File: config.mk
export PLATFORM = sky130hd
export DESIGN_NAME = rgb_led_pulse_serializer_flat
export DESIGN_NICKNAME = d
export VERILOG_FILES = /design/src/hdl/rlps_pkg.sv /design/src/hdl/rlps_intf.sv /design/src/hdl/rlps_dp.sv /design/src/hdl/rlps_ctrl.sv /design/src/hdl/rgb_led_pulse_serializer.sv /design/src/flat_wrapper.sv
export SDC_FILE = /design/constraint.sdc
export NUM_CORES = 1
export LEC_CHECK = 0
export BUFFER_PORTS_ARGS = -buffer_cell sky130_fd_sc_hd__clkbuf_2
export CORE_ASPECT_RATIO = 1.5
export CORE_MARGIN = 3
export CORE_UTILIZATION = 36
export CTS_BUF_LIST = sky130_fd_sc_hd__clkbuf_16
export DETAILED_ROUTE_END_ITERATION = 12
export SYNTH_ARGS = -nofsm -noshare
export SYNTH_HDL_FRONTEND = slang
export SYNTH_HIERARCHICAL = 1
export SYNTH_SLANG_ARGS = --single-unit
File: constraint.sdc
create_clock -name clk -period 6.85 [get_ports clk]
set_clock_uncertainty 0.1 [all_clocks]
set_input_delay 1.37 -clock clk [delete_from_list [all_inputs] [get_ports clk]]
set_output_delay 1.37 -clock clk [all_outputs]
set_load 0.05 [all_outputs]
File: src/hdl/rlps_pkg.sv
// Shared constants and types for the RGB LED pulse serializer.
package rlps_pkg;

	localparam int DEF_MAX_SLOTS = 4;
	localparam int SLOT_CODE_W   = 3;
	localparam int CFG_IDX_W     = 3;
	localparam int CFG_DATA_W    = 20;
	localparam int TIME_W        = 8;
	localparam int GAP_W         = 20;
	localparam int CNT_W         = 3;
	localparam int ORDER_W       = 12;
	localparam int KIND_W        = 2;
	localparam int BIT_W         = 3;

	// register indexes
	localparam logic [CFG_IDX_W-1:0] REG_ONE_HIGH  = 3'd0;
	localparam logic [CFG_IDX_W-1:0] REG_ONE_LOW   = 3'd1;
	localparam logic [CFG_IDX_W-1:0] REG_ZERO_HIGH = 3'd2;
	localparam logic [CFG_IDX_W-1:0] REG_ZERO_LOW  = 3'd3;
	localparam logic [CFG_IDX_W-1:0] REG_GAP       = 3'd4;
	localparam logic [CFG_IDX_W-1:0] REG_SLOT_CNT  = 3'd5;
	localparam logic [CFG_IDX_W-1:0] REG_SLOT_ORD  = 3'd6;

	// register reset values
	localparam logic [TIME_W-1:0]  RST_ONE_HIGH  = 8'd34;
	localparam logic [TIME_W-1:0]  RST_ONE_LOW   = 8'd29;
	localparam logic [TIME_W-1:0]  RST_ZERO_HIGH = 8'd17;
	localparam logic [TIME_W-1:0]  RST_ZERO_LOW  = 8'd38;
	localparam logic [GAP_W-1:0]   RST_GAP       = 20'd2400;
	localparam logic [CNT_W-1:0]   RST_SLOT_CNT  = 3'd3;
	localparam logic [ORDER_W-1:0] RST_SLOT_ORD  = 12'd200;

	// slot codes
	localparam logic [SLOT_CODE_W-1:0] CODE_WHITE = 3'd0;
	localparam logic [SLOT_CODE_W-1:0] CODE_RED   = 3'd1;
	localparam logic [SLOT_CODE_W-1:0] CODE_GREEN = 3'd2;
	localparam logic [SLOT_CODE_W-1:0] CODE_BLUE  = 3'd3;

	// pulse kinds
	localparam logic [KIND_W-1:0] KIND_ZERO  = 2'd0;
	localparam logic [KIND_W-1:0] KIND_ONE   = 2'd1;
	localparam logic [KIND_W-1:0] KIND_GAP   = 2'd2;
	localparam logic [KIND_W-1:0] KIND_ERROR = 2'd3;

	// result source select
	localparam logic [1:0] SEL_BIT = 2'd0;
	localparam logic [1:0] SEL_GAP = 2'd1;
	localparam logic [1:0] SEL_ERR = 2'd2;

	typedef struct packed {
		logic       in_ready;
		logic       load;
		logic       emit;
		logic [1:0] sel;
		logic       last_run;
		logic       next_bit;
		logic       next_slot;
	} ctl_cmd_t;

	typedef struct packed {
		logic in_valid;
		logic in_last;
		logic count_zero;
		logic out_free;
		logic slot_invalid;
		logic bit_done;
		logic slot_done;
		logic last;
	} dp_stat_t;

endpackage

File: src/hdl/rlps_intf.sv
// Pixel and pulse channel interfaces.
interface rlps_pix_if;
	logic       valid;
	logic       ready;
	logic [7:0] red;
	logic [7:0] green;
	logic [7:0] blue;
	logic       last_pixel;

	modport source (output valid, red, green, blue, last_pixel, input ready);
	modport sink (input valid, red, green, blue, last_pixel, output ready);
endinterface

interface rlps_pulse_if;
	logic        valid;
	logic        ready;
	logic [1:0]  pulse_kind;
	logic [7:0]  high_time;
	logic [19:0] low_time;
	logic        last_of_run;

	modport source (output valid, pulse_kind, high_time, low_time, last_of_run, input ready);
	modport sink (input valid, pulse_kind, high_time, low_time, last_of_run, output ready);
endinterface

File: src/hdl/rlps_dp.sv
// Datapath: config registers, pixel hold, slot/bit counters, result register.
module rlps_dp
	import rlps_pkg::*;
#(
	parameter int MAX_SLOTS = DEF_MAX_SLOTS
) (
	input  logic                  clk,
	input  logic                  arst_n,
	input  logic                  cfg_we,
	input  logic [CFG_IDX_W-1:0]  cfg_index,
	input  logic [CFG_DATA_W-1:0] cfg_data,
	rlps_pix_if.sink              pix,
	rlps_pulse_if.source          pulse,
	input  ctl_cmd_t              cmd,
	output dp_stat_t              stat
);

	localparam int SLOT_W = (MAX_SLOTS > 1) ? $clog2(MAX_SLOTS) : 1;
	localparam logic [CNT_W-1:0] MAX_CNT = CNT_W'(MAX_SLOTS);

	logic [TIME_W-1:0]  one_high_q, one_low_q, zero_high_q, zero_low_q;
	logic [GAP_W-1:0]   gap_q;
	logic [CNT_W-1:0]   slot_cnt_q;
	logic [ORDER_W-1:0] slot_ord_q;

	logic [23:0]        pixel_q;
	logic               last_q;
	logic [SLOT_W-1:0]  slot_q;
	logic [BIT_W-1:0]   bit_q;

	logic               out_valid_q;
	logic [KIND_W-1:0]  kind_q;
	logic [TIME_W-1:0]  high_q;
	logic [GAP_W-1:0]   low_q;
	logic               run_last_q;

	logic [CNT_W-1:0]       count_sat;
	logic [SLOT_CODE_W-1:0] code;
	logic [7:0]             byte_sel;
	logic                   code_bad;
	logic                   bit_val;
	logic [KIND_W-1:0]      kind_d;
	logic [TIME_W-1:0]      high_d;
	logic [GAP_W-1:0]       low_d;

	always_ff @(posedge clk or negedge arst_n) begin
		if (!arst_n) begin
			one_high_q  <= RST_ONE_HIGH;
			one_low_q   <= RST_ONE_LOW;
			zero_high_q <= RST_ZERO_HIGH;
			zero_low_q  <= RST_ZERO_LOW;
			gap_q       <= RST_GAP;
			slot_cnt_q  <= RST_SLOT_CNT;
			slot_ord_q  <= RST_SLOT_ORD;
		end else if (cfg_we) begin
			unique case (cfg_index)
				REG_ONE_HIGH:  one_high_q  <= cfg_data[TIME_W-1:0];
				REG_ONE_LOW:   one_low_q   <= cfg_data[TIME_W-1:0];
				REG_ZERO_HIGH: zero_high_q <= cfg_data[TIME_W-1:0];
				REG_ZERO_LOW:  zero_low_q  <= cfg_data[TIME_W-1:0];
				REG_GAP:       gap_q       <= cfg_data[GAP_W-1:0];
				REG_SLOT_CNT:  slot_cnt_q  <= cfg_data[CNT_W-1:0];
				REG_SLOT_ORD:  slot_ord_q  <= cfg_data[ORDER_W-1:0];
				default: ;
			endcase
		end
	end

	assign count_sat = (slot_cnt_q > MAX_CNT) ? MAX_CNT : slot_cnt_q;
	assign code      = slot_ord_q[SLOT_CODE_W*slot_q +: SLOT_CODE_W];

	always_comb begin
		byte_sel = 8'd0;
		code_bad = 1'b0;
		unique case (code)
			CODE_WHITE: byte_sel = 8'd0;
			CODE_RED:   byte_sel = pixel_q[23:16];
			CODE_GREEN: byte_sel = pixel_q[15:8];
			CODE_BLUE:  byte_sel = pixel_q[7:0];
			default:    code_bad = 1'b1;
		endcase
	end

	assign bit_val = byte_sel[bit_q];

	// pixel hold and counters
	always_ff @(posedge clk or negedge arst_n) begin
		if (!arst_n) begin
			slot_q <= '0;
			bit_q  <= '1;
		end else if (cmd.load) begin
			slot_q <= '0;
			bit_q  <= '1;
		end else begin
			if (cmd.next_bit)
				bit_q <= bit_q - BIT_W'(1);
			if (cmd.next_slot)
				slot_q <= slot_q + SLOT_W'(1);
		end
	end

	always_ff @(posedge clk) begin
		if (cmd.load) begin
			pixel_q <= {pix.red, pix.green, pix.blue};
			last_q  <= pix.last_pixel;
		end
	end

	always_comb begin
		kind_d = KIND_ERROR;
		high_d = '0;
		low_d  = '0;
		case (cmd.sel)
			SEL_BIT: begin
				kind_d = bit_val ? KIND_ONE : KIND_ZERO;
				high_d = bit_val ? one_high_q : zero_high_q;
				low_d  = GAP_W'(bit_val ? one_low_q : zero_low_q);
			end
			SEL_GAP: begin
				kind_d = KIND_GAP;
				low_d  = gap_q;
			end
			default: kind_d = KIND_ERROR;
		endcase
	end

	// result register
	always_ff @(posedge clk or negedge arst_n) begin
		if (!arst_n)
			out_valid_q <= 1'b0;
		else if (cmd.emit)
			out_valid_q <= 1'b1;
		else if (pulse.ready)
			out_valid_q <= 1'b0;
	end

	always_ff @(posedge clk) begin
		if (cmd.emit) begin
			kind_q     <= kind_d;
			high_q     <= high_d;
			low_q      <= low_d;
			run_last_q <= cmd.last_run;
		end
	end

	assign pix.ready         = cmd.in_ready;
	assign pulse.valid       = out_valid_q;
	assign pulse.pulse_kind  = kind_q;
	assign pulse.high_time   = high_q;
	assign pulse.low_time    = low_q;
	assign pulse.last_of_run = run_last_q;

	assign stat.in_valid     = pix.valid;
	assign stat.in_last      = pix.last_pixel;
	assign stat.count_zero   = (count_sat == '0);
	assign stat.out_free     = !out_valid_q || pulse.ready;
	assign stat.slot_invalid = code_bad;
	assign stat.bit_done     = (bit_q == '0);
	assign stat.slot_done    = ((CNT_W'(slot_q) + CNT_W'(1)) == count_sat);
	assign stat.last         = last_q;

endmodule

File: src/hdl/rlps_ctrl.sv
// Controller: sequences slots, bits, gap and error results per pixel.
module rlps_ctrl
	import rlps_pkg::*;
(
	input  logic     clk,
	input  logic     arst_n,
	input  dp_stat_t stat,
	output ctl_cmd_t cmd
);

	localparam logic [1:0] ST_IDLE = 2'd0;
	localparam logic [1:0] ST_BITS = 2'd1;
	localparam logic [1:0] ST_GAP  = 2'd2;

	logic [1:0] state_q, state_d;
	logic       aborted_q, aborted_d;

	always_ff @(posedge clk or negedge arst_n) begin
		if (!arst_n) begin
			state_q   <= ST_IDLE;
			aborted_q <= 1'b0;
		end else begin
			state_q   <= state_d;
			aborted_q <= aborted_d;
		end
	end

	always_comb begin
		state_d   = state_q;
		aborted_d = aborted_q;
		cmd       = '0;
		cmd.sel   = SEL_BIT;
		unique case (state_q)
			ST_IDLE: begin
				cmd.in_ready = 1'b1;
				if (stat.in_valid) begin
					cmd.load = 1'b1;
					if (aborted_q) begin
						if (stat.in_last)
							aborted_d = 1'b0;
					end else if (stat.count_zero) begin
						if (stat.in_last)
							state_d = ST_GAP;
					end else begin
						state_d = ST_BITS;
					end
				end
			end
			ST_BITS: begin
				if (stat.out_free) begin
					cmd.emit = 1'b1;
					if (stat.slot_invalid) begin
						cmd.sel      = SEL_ERR;
						cmd.last_run = 1'b1;
						aborted_d    = !stat.last;
						state_d      = ST_IDLE;
					end else begin
						cmd.next_bit = 1'b1;
						if (stat.bit_done) begin
							if (stat.slot_done) begin
								if (stat.last) begin
									state_d = ST_GAP;
								end else begin
									cmd.last_run = 1'b1;
									state_d      = ST_IDLE;
								end
							end else begin
								cmd.next_slot = 1'b1;
							end
						end
					end
				end
			end
			ST_GAP: begin
				if (stat.out_free) begin
					cmd.emit     = 1'b1;
					cmd.sel      = SEL_GAP;
					cmd.last_run = 1'b1;
					state_d      = ST_IDLE;
				end
			end
			default: state_d = ST_IDLE;
		endcase
	end

endmodule

File: src/hdl/rgb_led_pulse_serializer.sv
// Top level of the RGB LED pulse serializer.
//
//   channel    dir   beat
//   pix        in    one pixel: red, green, blue, last_pixel
//   pulse      out   one result: pulse_kind, high_time, low_time, last_of_run
//   cfg_*      in    register write, no read-back
//
// A pixel is taken while the controller is idle, then its results leave one per
// cycle with pulse.ready held high, paced by the result register and controller:
// 8 per slot plus a gap after a last pixel; a slot with an invalid code gives one
// error result in place of its bits, ends the pixel and aborts the frame unless last.
// Aborted-frame pixels and non-last pixels with no slots are taken and give nothing.
// arst_n clears the controller and loads the register defaults.
// pulse.ready low holds the result and stalls the controller.
module rgb_led_pulse_serializer
	import rlps_pkg::*;
#(
	parameter int MAX_SLOTS = DEF_MAX_SLOTS
) (
	input  logic                  clk,
	input  logic                  arst_n,
	input  logic                  cfg_we,
	input  logic [CFG_IDX_W-1:0]  cfg_index,
	input  logic [CFG_DATA_W-1:0] cfg_data,
	rlps_pix_if.sink              pix,
	rlps_pulse_if.source          pulse
);

	ctl_cmd_t cmd;
	dp_stat_t stat;

	rlps_dp #(
		.MAX_SLOTS (MAX_SLOTS)
	) u_dp (
		.clk       (clk),
		.arst_n    (arst_n),
		.cfg_we    (cfg_we),
		.cfg_index (cfg_index),
		.cfg_data  (cfg_data),
		.pix       (pix),
		.pulse     (pulse),
		.cmd       (cmd),
		.stat      (stat)
	);

	rlps_ctrl u_ctrl (
		.clk    (clk),
		.arst_n (arst_n),
		.stat   (stat),
		.cmd    (cmd)
	);

endmodule
File: src/flat_wrapper.sv
// flat-port wrapper written by rule: the top's interface ports become plain ports
module rgb_led_pulse_serializer_flat import rlps_pkg::*;
#(
	parameter int MAX_SLOTS = DEF_MAX_SLOTS
)
  (clk, arst_n, cfg_we, cfg_index, cfg_data, pix_valid, pix_red, pix_green, pix_blue, pix_last_pixel, pix_ready, pulse_valid, pulse_pulse_kind, pulse_high_time, pulse_low_time, pulse_last_of_run, pulse_ready);
  rlps_pix_if pix_i ();
  rlps_pulse_if pulse_i ();
  input  logic clk;
  input  logic arst_n;
  input  logic cfg_we;
  input  logic [CFG_IDX_W-1:0] cfg_index;
  input  logic [CFG_DATA_W-1:0] cfg_data;
  input wire logic [$bits(pix_i.valid)-1:0] pix_valid;
  input wire logic [$bits(pix_i.red)-1:0] pix_red;
  input wire logic [$bits(pix_i.green)-1:0] pix_green;
  input wire logic [$bits(pix_i.blue)-1:0] pix_blue;
  input wire logic [$bits(pix_i.last_pixel)-1:0] pix_last_pixel;
  output wire logic [$bits(pix_i.ready)-1:0] pix_ready;
  output wire logic [$bits(pulse_i.valid)-1:0] pulse_valid;
  output wire logic [$bits(pulse_i.pulse_kind)-1:0] pulse_pulse_kind;
  output wire logic [$bits(pulse_i.high_time)-1:0] pulse_high_time;
  output wire logic [$bits(pulse_i.low_time)-1:0] pulse_low_time;
  output wire logic [$bits(pulse_i.last_of_run)-1:0] pulse_last_of_run;
  input wire logic [$bits(pulse_i.ready)-1:0] pulse_ready;
  assign pix_i.valid = pix_valid;
  assign pix_i.red = pix_red;
  assign pix_i.green = pix_green;
  assign pix_i.blue = pix_blue;
  assign pix_i.last_pixel = pix_last_pixel;
  assign pix_ready = pix_i.ready;
  assign pulse_valid = pulse_i.valid;
  assign pulse_pulse_kind = pulse_i.pulse_kind;
  assign pulse_high_time = pulse_i.high_time;
  assign pulse_low_time = pulse_i.low_time;
  assign pulse_last_of_run = pulse_i.last_of_run;
  assign pulse_i.ready = pulse_ready;
  rgb_led_pulse_serializer #(.MAX_SLOTS(MAX_SLOTS)) u_core (.clk(clk), .arst_n(arst_n), .cfg_we(cfg_we), .cfg_index(cfg_index), .cfg_data(cfg_data), .pix(pix_i), .pulse(pulse_i));
endmodule
## Word-level counts from Yosys, hierarchy flattened

Cells that the tools add are included.

| operators by class | value |
|---|---|
| shift-type cells | 1 |
| equal/unequal tests | 21 |
| divide/modulo/power cells | 0 |
| muxes and demuxes | 46 |
| $add $sub $neg | 3 |
| $mul | 1 |
| reduce and logical (&&, ||, !) cells | 23 |
| bitwise operators | 0 |
| magnitude comparators | 2 |

Operators with widths:

| operator | number |
|---|---|
| one-hot mux 20 bit (2 select lines) | 1 |
| two-way mux 2 bit | 16 |
| one-hot mux 8 bit (3 select lines) | 1 |
| two-way mux 1 bit | 16 |
| two-way mux 8 bit | 2 |
| AND reduction 2 bit | 7 |
| equality test 3 x 2 -> 1 bit, second input constant | 4 |
| logical NOT 3 bit | 4 |
| variable part select 12 x 5 -> 3 bit | 1 |
| equality test 3 bit, second input constant | 3 |
| two-way mux 3 bit | 3 |
| one-hot mux 4 bit (2 select lines) | 1 |
| nonzero test 2 bit | 4 |
| AND reduction 7 bit | 1 |
| equality test 3 x 1 -> 1 bit, second input constant | 2 |
| two-way mux 6 bit | 1 |
| != test 2 bit, second input constant | 3 |
| != test 3 x 2 -> 1 bit, second input constant | 2 |
| one-hot mux 2 bit (3 select lines) | 1 |
| equality test 2 x 1 -> 1 bit, second input constant | 2 |
| logical NOT 2 bit | 2 |
| less-than comparator 3 x 4 -> 1 bit, second input constant | 1 |
| multiplier 2 x 2 -> 4 bit, first input constant | 1 |
| two-way mux 4 bit | 1 |
| 15 further kinds | 17 |

| word-level totals | value |
|---|---|
| register bits | 132 |
| bits in latches | 0 |
| logic and storage cells | 115 |
| output and inout port bits | 33 |
| ROM bits | 0 |
| bits in writable memories | 0 |
| input bits | 53 |
| memories kept | 0 |

## Longest topological paths before layout

Gate-level depths: netlist of the first run.

| logic depth | value |
|---|---|
| depth after elaboration | 10 |
| gate-level depth with buffers | 10 |
| depth with buffers taken out | 7 |

## By module

The synthesis of the first run kept the hierarchy.

Modules (own cells, without submodules):

| module | sequential area each (um2) | times used | cells each | area an instance (um2) |
|---|---|---|---|---|
| rlps_dp | 3537.1 | 1 | 373 | 5621.6 |
| rlps_ctrl | 75.1 | 1 | 37 | 311.5 |

## Worst setup path after synthesis of the first run

Ideal clock, no wire load.

| path | value |
|---|---|
| path type | input to register |
| start point | in pulse_ready |
| end point | reg u_core.u_dp.high_q[0] (netlist: u_core/u_dp/pulse.high_time[0]) (enable) |
| data required time | 6.330 ns |
| arrival time | 2.998 ns |
| slack | 3.333 ns |
| stages | 3 |
| setup time | 0.420 ns |
| path buffers | 0 |
| path through | nand2b_1 > nand2_1 > nor2_1 |

RTL lines:

| item | RTL line | text |
|---|---|---|
| from (decl) | flat_wrapper.sv:25 | `input wire logic [$bits(pulse_i.ready)-1:0] pulse_ready;` |
| to (signal assigned) | rlps_dp.sv:140 | `high_q <= high_d;` |
| to (decl) | rlps_dp.sv:33 | `logic [TIME_W-1:0] high_q;` |

## Worst setup path after layout of the first run

| path | value |
|---|---|
| start point | reg u_core.u_dp.slot_q[0] |
| end point | reg u_core.u_dp.high_q[1] (netlist: u_core/u_dp/pulse.high_time[1]), data pin |

| between the ends | value |
|---|---|
| longest elaborated chain between the ends | 8 |
| elaborated cells on any way between the ends | 15 |
| those cells by class | mul (1); eq/ne (3); shift (1); mux (7); reduce/logical (3) |

Ends and longest elaborated chain:

| item | RTL line | text |
|---|---|---|
| from (decl) | rlps_dp.sv:28 | `logic [SLOT_W-1:0] slot_q;` |
| from (signal assigned) | rlps_dp.sv:98 | `slot_q <= slot_q + SLOT_W'(1);` |
| multiplier 2 x 2 -> 4 bit (*) | rlps_dp.sv:70 | `assign code = slot_ord_q[SLOT_CODE_W*slot_q +: SLOT_CODE_W];` |
| variable part select 12 x 5 -> 3 bit (*) | rlps_dp.sv:70 |  |
| parallel branches: the longest is 6 deep, another holds one-hot mux 8 bit (3 select lines) | - |  |

Mark *: on every way between the ends. The select of a mux whose other input is x is not followed.
A chain may end at the register's enable or synchronous reset.

==> summary.md, run 1 <==
| Metric | Value |
|---|---|
| Status | `complete, no violations` |
| CTS tree | `yes` |
| Sink Count | `132` |
| Vias per cell | `5.20` |
| GRT Overall Usage | `15.0%` |
| Slew margin rel. | `between 10% and 20%` |
| Placed Area | `6540 um2` |
| Critical path capture point type | `flop` |
| Post-synthesis sequential area ratio | `60.9%` |
| Die area | `18100 um2` |
| Post-CTS setup buffer count | `0` |
| Sequential cell area | `3610 um2` |
| CTS root buf | `clkbuf_16` |
| Hold WC Path Type | `flop to flop` |
| Fin area | `~7200 um2` |
| Syn nets | `469` |
| Layout Utilization | `45.0%` |
| Critical path type | `flop to flop` |
| Total Nets Final | `about 560` |
| Max-slew violations | `0` |
| Initial antenna violation count | `0` |
| Setup Viol. Count Final | `0` |
| Multi-input gate area | `2170 um2` |
| First-pass GRT wire length | `21.2 mm` |
| Syn-to-layout area delta | `20.7%` |
| Routed wire length | `approximately 13 mm` |
| Post-Syn Instances | `410` |
| Clk_lat worst skew | `0.41 ns` |
| Required @ worst endpoint | `roughly 6.9 ns` |
| I/O Pins | `86` |
| MaxCap Viol Count | `0` |
| # diodes | `0` |
| Max Buffers Root-to-Sink | `2` |
| Final TNS setup | `0 ns` |
| IO Port Bufs | `85` |
| Area of the core | `~16000 um2` |
| Syn. warnings | `6` |
| PwrDens | `408 nW/um2` |
| Synth unique cells | `60` |
| Asr flop ratio synth | `57.6%` |
| Vias in the first global route | `4070` |
| CP Launch Type | `flop` |
| RSZ-0062 raised after global routing | `no` |
| WL/cell | `18.3 um` |
| Pin count of the biggest net entering global routing | `77` |
| Crit path DAT | `3.56 ns` |
| Initial Util | `37.3%` |
| Worst Tran Pin Value | `approximately 1.3 ns` |
| FF+latch count, synth | `132` |
| Die height | `around 160 um` |
| H-tree levels | `4` |
| Cts-stage hold buffer count | `0` |
| DR vias | `3717` |
| Initial DRT Pass Iterations | `4` |
| Dpl hpwl | `9.52 mm` |
| Post-Syn Area | `5930 um2` |
| Rows | `56` |
| Peak Freq | `approximately 280 MHz` |
| DRC errors left | `0` |
| Fillers | `1461` |
| 1st-iter DRT viols | `133` |
| Predominant post-synthesis flop cell | `edfxtp_1` |
| Clk slew on worst S/H paths | `0.06 ns` |
| Remaining global-route overflow | `0` |
| Synthesized area per cell | `14.5 um2` |
| Fin. Hold Viols | `0` |
| Clock period minus worst slack | `3.53 ns` |
| Pleak | `2.94 nW` |
| Final period util | `51.6%` |
| EDFF count, synth | `56` |
| Max VDD drop | `between 0.1 and 0.15 mV` |
| Cts bufs inserted | `17` |
| Total chip power | `~3 mW` |
| CP peak stage delay | `about 0.69 ns` |
| Detail Route Antenna Nets | `0` |
| Crit-path cells | `mux4_2 -> and2b_2 -> a221oi_1 -> o311ai_2 -> a2bb2oi_2 -> mux2i_1` |
| RD Place Congestion | `0.800` |
| CTS resizes | `0` |
| Layout cell share with drive strength beyond 1 | `a little under half` |
| Max FO, Critical Path | `10` |
| Die width | `111 um` |
| WHS | `0.396 ns` |
| Max stage delay cell, worst path | `mux4_2` |
[registers in the layout, summed over array words and instances, names as in the netlist]
name and cells:
u_core/u_dp/last_q 1, u_core/u_dp/pulse.high_time 8, u_core/u_dp/pulse.pulse_kind 2, u_core/u_dp/slot_ord_q 12, u_core/u_ctrl/state_q 2, u_core/u_dp/gap_q 20
u_core/u_dp/pulse.valid 1, u_core/u_dp/zero_low_q 8, u_core/u_dp/pixel_q 24, u_core/u_dp/pulse.low_time 20, u_core/u_dp/zero_high_q 8, u_core/u_dp/slot_q 2
u_core/u_ctrl/aborted_q 1, u_core/u_dp/one_low_q 8, u_core/u_dp/bit_q 3, u_core/u_dp/pulse.last_of_run 1, u_core/u_dp/one_high_q 8, u_core/u_dp/slot_cnt_q 3
[worst max-delay path, delay by kind of cell (launching register included)]
family / cells / cell delay, ns
AOI/OAI and AO/OA: 3 / 1.37
DFF: 1 / 0.56
muxes: 2 / 0.87
and+or+nand+nor: 1 / 0.34
[area by class of cell]
class / instances / share of cell area [%]
Inverter: 9 / 0.472
Tap cell: 203 / 3.55
Clock buffer: 18 / 6.29
Clock inverter: 14 / 2.41
Multi-Input combinational cell: 249 / 30.3
Sequential cell: 132 / 50.4
Timing Repair Buffer: 90 / 6.50
[synthesized netlist by cell type, drive strengths merged (8+ instances only)]
library cell,number,area share (%)
and2,14,1.5
clkbuf,10,0.63
mux2,72,14
a311oi,8,1.2
mux2i,10,1.7
a21boi,8,1.0
a32oi,8,1.2
dfstp,23,10
nand2,23,1.5
dfrtp,53,22
inv,8,0.51
nor2,17,1.1
edfxtp,56,28
o221ai,8,1.2
buf,10,1.5
[through the flow]
step / cells / setup slack [ns]
2_1_floorplan: 410 / 3.33
3_3_place_gp: 683 / 3.28
3_5_place_dp: 683 / 3.27
4_1_cts: 715 / 3.33
5_1_grt: 715 / 3.18
6_report: 715 / 3.32
[power breakdown]
group	total [mW]	internal, mW	switching (mW)
logic	0.809	0.284	0.525
registers	1.17	1.08	0.0947
clock network	0.939	0.597	0.342
total	2.92	1.96	0.962
[kinds of logic after synthesis]
family	Yosys count	share of synthesized area, %
flops	132	60.9
simple gates	90	8.25
mux	86	16.9
compound gates	63	9.43
buf+inv	29	2.66
fa+ha+maj	6	1.27
xor+xnor	4	0.591
[cell usage in the layout, fill, tap and decap left out, types with 8 or more instances in the layout]
cell type and count:
a21boi_0 8, a311oi_1 8, a32oi_1 8, and2_1 13, clkbuf_16 18, clkbuf_2 84, dfrtp_1 53, dfstp_2 23
edfxtp_1 56, inv_1 8, mux2_2 71, mux2i_1 10, nand2_1 23, nor2_1 14, o221ai_1 8
[metal layers]
metal	GRT usage (%)	vias to the layer above	routed length (um)
met3	4.04	18	476
met2	27.1	84	7030
li1	-	1738	-
met1	16.9	1877	5320
met5	0	-	0
met4	5.83	0	295
[worst paths after layout]
path	from	slack [ns]	to	depth (start not counted)
worst min-delay path	u_core/u_dp/gap_q[17]	0.40	u_core/u_dp/gap_q[17]	1
worst min register to register	u_core/u_dp/gap_q[17]	0.40	u_core/u_dp/gap_q[17]	1
max in group asynchronous	arst_n	5.00	u_core/u_ctrl/state_q[0]	1
worst max register to register	u_core/u_dp/slot_q[0]	3.32	u_core/u_dp/pulse.high_time[1]	6
worst max-delay path	u_core/u_dp/slot_q[0]	3.32	u_core/u_dp/pulse.high_time[1]	6
min in group asynchronous	arst_n	1.00	u_core/u_dp/zero_high_q[7]	1
No activity file was read; power rests on OpenSTA's default activity.
==> run 2: changes to the inputs <==
==> constraint.sdc (replaced) <==
create_clock -name clk -period 3.3 [get_ports clk]
set_clock_uncertainty 0.1 [all_clocks]
set_input_delay 0.66 -clock clk [delete_from_list [all_inputs] [get_ports clk]]
set_output_delay 0.66 -clock clk [all_outputs]
set_load 0.05 [all_outputs]
==> run 2 against run 1 <==
Against the previous run: final area down 0.31%; clock-buffer cell count down 1; via count up 0.86%; utilization down 0.14 points; worst hold slack worse by 0.11 ns; first-iteration DRC count up 11%; maximum frequency up 11%; die area unchanged.
==> summary.md, run 2 (same netlist as run 1, synthesis figures left out) <==
| Metric | Value |
|---|---|
| PwrDens | `820 nW/um2 (was 408 nW/um2)` |
| Dpl cells | `690 (was 683)` |
| Comb power frac | `29.3% (was 27.7%)` |
| Clock power share | `29.1% (was 32.2%)` |
| I/O Pins | `86 (unchanged)` |
| Max-slew violations | `0 (unchanged)` |
| Critical path type | `flop to flop (unchanged)` |
| Cell count of the worst reg-to-reg path | `7 (was 6)` |
| DR vias | `3749 (was 3717)` |
| Initial Util | `37.3% (unchanged)` |
| Rows | `56 (unchanged)` |
| Max VDD drop | `0.383 mV (was 0.148 mV)` |
| Status | `complete, no violations (unchanged)` |
| Vias in the first global route | `4069 (was 4070)` |
| Sequential share of power | `41.6% (was 40.1%)` |
| Detail Route Antenna Nets | `0 (unchanged)` |
| Switch share | `34.9% (was 32.9%)` |
| Dpl hpwl | `9.52 mm (about the same)` |
| Total Nets Final | `566 (was 558)` |
| Commonest non-fill, non-tap cells in the layout | `84 x clkbuf_2, 71 x mux2_2, 56 x edfxtp_1 (unchanged)` |
| Initial antenna violation count | `0 (unchanged)` |
| Initial DRT Pass Iterations | `4 (unchanged)` |
| Remaining global-route overflow | `0 (unchanged)` |
| # diodes | `0 (unchanged)` |
| Setup Viol. Count Final | `0 (unchanged)` |
| DRC errors left | `0 (unchanged)` |
| R2R Setup Slk | `0.12 ns (was 3.32 ns)` |
| Max FO, Critical Path | `9 (was 10)` |
| Fillers | `1473 (was 1461)` |
| MaxCap Viol Count | `0 (unchanged)` |
| Max reg flops | `24 (unchanged)` |
| Total chip power | `5.85 mW (was 2.92 mW)` |
| Die width | `111 um (unchanged)` |
| Clock period minus worst slack | `3.18 ns (was 3.53 ns)` |
| Critical path capture point type | `flop (unchanged)` |
| Pleak | `2.94 nW (about the same)` |
| Largest Register | `u_core/u_dp/pixel_q (unchanged)` |
| Hold WC Path Type | `primary input to async pin (was flop to flop)` |
| Area of the core | `15900 um2 (unchanged)` |
| Pint | `3.81 mW (was 1.96 mW)` |
| Sequential cell area | `3610 um2 (unchanged)` |
| Max Buffers Root-to-Sink | `2 (unchanged)` |
| Required @ worst endpoint | `3.33 ns (was 6.88 ns)` |
| Worst Setup EP | `u_core/u_dp/pulse.high_time[1] (unchanged)` |
| RD Place Congestion | `0.807 (was 0.800)` |
| WL/cell | `18.4 um (was 18.3 um)` |
| H-tree levels | `4 (unchanged)` |
| Pin count of the biggest net entering global routing | `77 (unchanged)` |
| Post-Place Setup Slack | `0.125 ns (was 3.27 ns)` |
| Worst R2R End | `u_core/u_dp/pulse.high_time[1] (unchanged)` |
| Worst Tran Pin Value | `0.952 ns (was 1.33 ns)` |
| Critical R2R Launch | `u_core/u_dp/slot_q[0] (unchanged)` |
| Cts bufs inserted | `17 (unchanged)` |
| Crit path DAT | `3.20 ns (was 3.56 ns)` |
| Clk slew on worst S/H paths | `0.06 ns (about the same)` |
| Clk_lat worst skew | `0.42 ns (was 0.41 ns)` |
| Switching Power | `2.04 mW (was 0.962 mW)` |
| First-pass GRT wire length | `21.1 mm (was 21.2 mm)` |
| IO Port Bufs | `85 (unchanged)` |
| Routed wire length | `13.3 mm (was 13.1 mm)` |
| Die area | `18100 um2 (unchanged)` |
| CTS tree | `yes (unchanged)` |
| Syn-to-layout area delta | `20.3% (was 20.7%)` |
| GRT Overall Usage | `15.1% (was 15.0%)` |
| Slew margin rel. | `36.5% (was 10.9%)` |
| Final Non-Filler Cells | `723 (was 715)` |
| Peak Freq | `315 MHz (was 283 MHz)` |
| RSZ-0062 raised after global routing | `no (unchanged)` |
| Multi-input gate area | `2180 um2 (was 2170 um2)` |
| CTS root buf | `clkbuf_16 (unchanged)` |
| Layout cell share with drive strength beyond 1 | `46.7% (was 46.1%)` |
| Cts-stage hold buffer count | `0 (unchanged)` |
| Sink Count | `132 (unchanged)` |
| 1st-iter DRT viols | `148 (was 133)` |
| Final period util | `96.2% (was 51.6%)` |
| Vias per cell | `5.19 (was 5.20)` |
| CP Launch Type | `flop (unchanged)` |
| Layout Utilization | `44.9% (was 45.0%)` |
| CP Launch Point | `u_core/u_dp/slot_q[0] (unchanged)` |
| Final WS setup | `0.125 ns (was 3.32 ns)` |
| Die height | `163 um (unchanged)` |
| Final TNS setup | `0 ns (unchanged)` |
| Most common cell after layout, fill and taps aside | `clkbuf_2 (unchanged)` |
| Fin. Hold Viols | `0 (unchanged)` |
## run 2: cell count changes in the layout (fill, tap and decap cells not counted)
cell / delta
buf_4: +8
bufinv_16: -3
clkinv_4: -2
clkinvlp_4: +2
inv_1: +2
a221oi_1: -1
a221oi_2: +1
clkbuf_16: -1
clkinv_2: -1
inv_4: +1
inv_6: +1
inv_8: +1
## run 2: how the worst min path moves through the flow
stage	start	to	slack, ns	cells past startpoint
CTS	pix_blue[6]	u_core/u_dp/pixel_q[6]	0.30	1
global route	pix_blue[6]	u_core/u_dp/pixel_q[6]	0.30	1
detailed placement	u_core/u_dp/gap_q[17]	u_core/u_dp/gap_q[17]	0.39	1
global placement	u_core/u_dp/gap_q[9]	u_core/u_dp/gap_q[9]	0.38	1
floorplan	arst_n	u_core/u_ctrl/aborted_q	0.26	0
finish	arst_n	u_core/u_dp/zero_high_q[7]	0.29	1
## run 2: cell type report
class                           count  area share [%]
Timing Repair Buffer               98            7.36
Inverter                            9           0.473
Multi-Input combinational cell    249            30.5
Tap cell                          203            3.56
Sequential cell                   132            50.6
Clock buffer                       17            5.96
Clock inverter                     15            1.52
## run 2: worst max-delay path, stage by stage, from the launching register on
cell	delay (ns)
dfrtp_1	0.55
mux4_2	0.57
buf_4	0.18
and3b_1	0.21
a2111o_1	0.24
and2_4	0.25
a2bb2oi_2	0.60
mux2i_1	0.17
## run 2: power by group through the flow
| stage | registers, mW | logic (mW) | clock network, mW |
|---|---|---|---|
| finish | 2.44 | 1.72 | 1.70 |
| global route | 2.48 | 1.85 | 1.81 |
| CTS | 2.44 | 1.73 | 1.75 |
| detailed placement | 2.46 | 1.73 | 0 |
| global placement | 2.46 | 1.68 | 0 |
| floorplan | 2.77 | 0.967 | 0 |
## run 2: repair_timing
item / in CTS / in global routing
resized for setup: 0 / 1
setup buffers: 0 / 1
setup endpoints to repair: 0 / 2
## run 2: layer usage
metal,vias to the layer above,part of all wire [%],global-route usage [%],routed length [um]
met4,0,1.8,6.33,241
met2,88,55,27.7,7330
met3,15,3.6,3.74,481
met1,1903,39,16.5,5230
li1,1743,-,-,-
met5,-,0,0,0
## run 2: through the flow
step	area, um2	hold slack [ns]
after global routing	7140	0.304
after global placement	6590	0.381
final	7140	0.290
after detailed placement	6590	0.388
after CTS	7130	0.305
after floorplan	5930	0.264
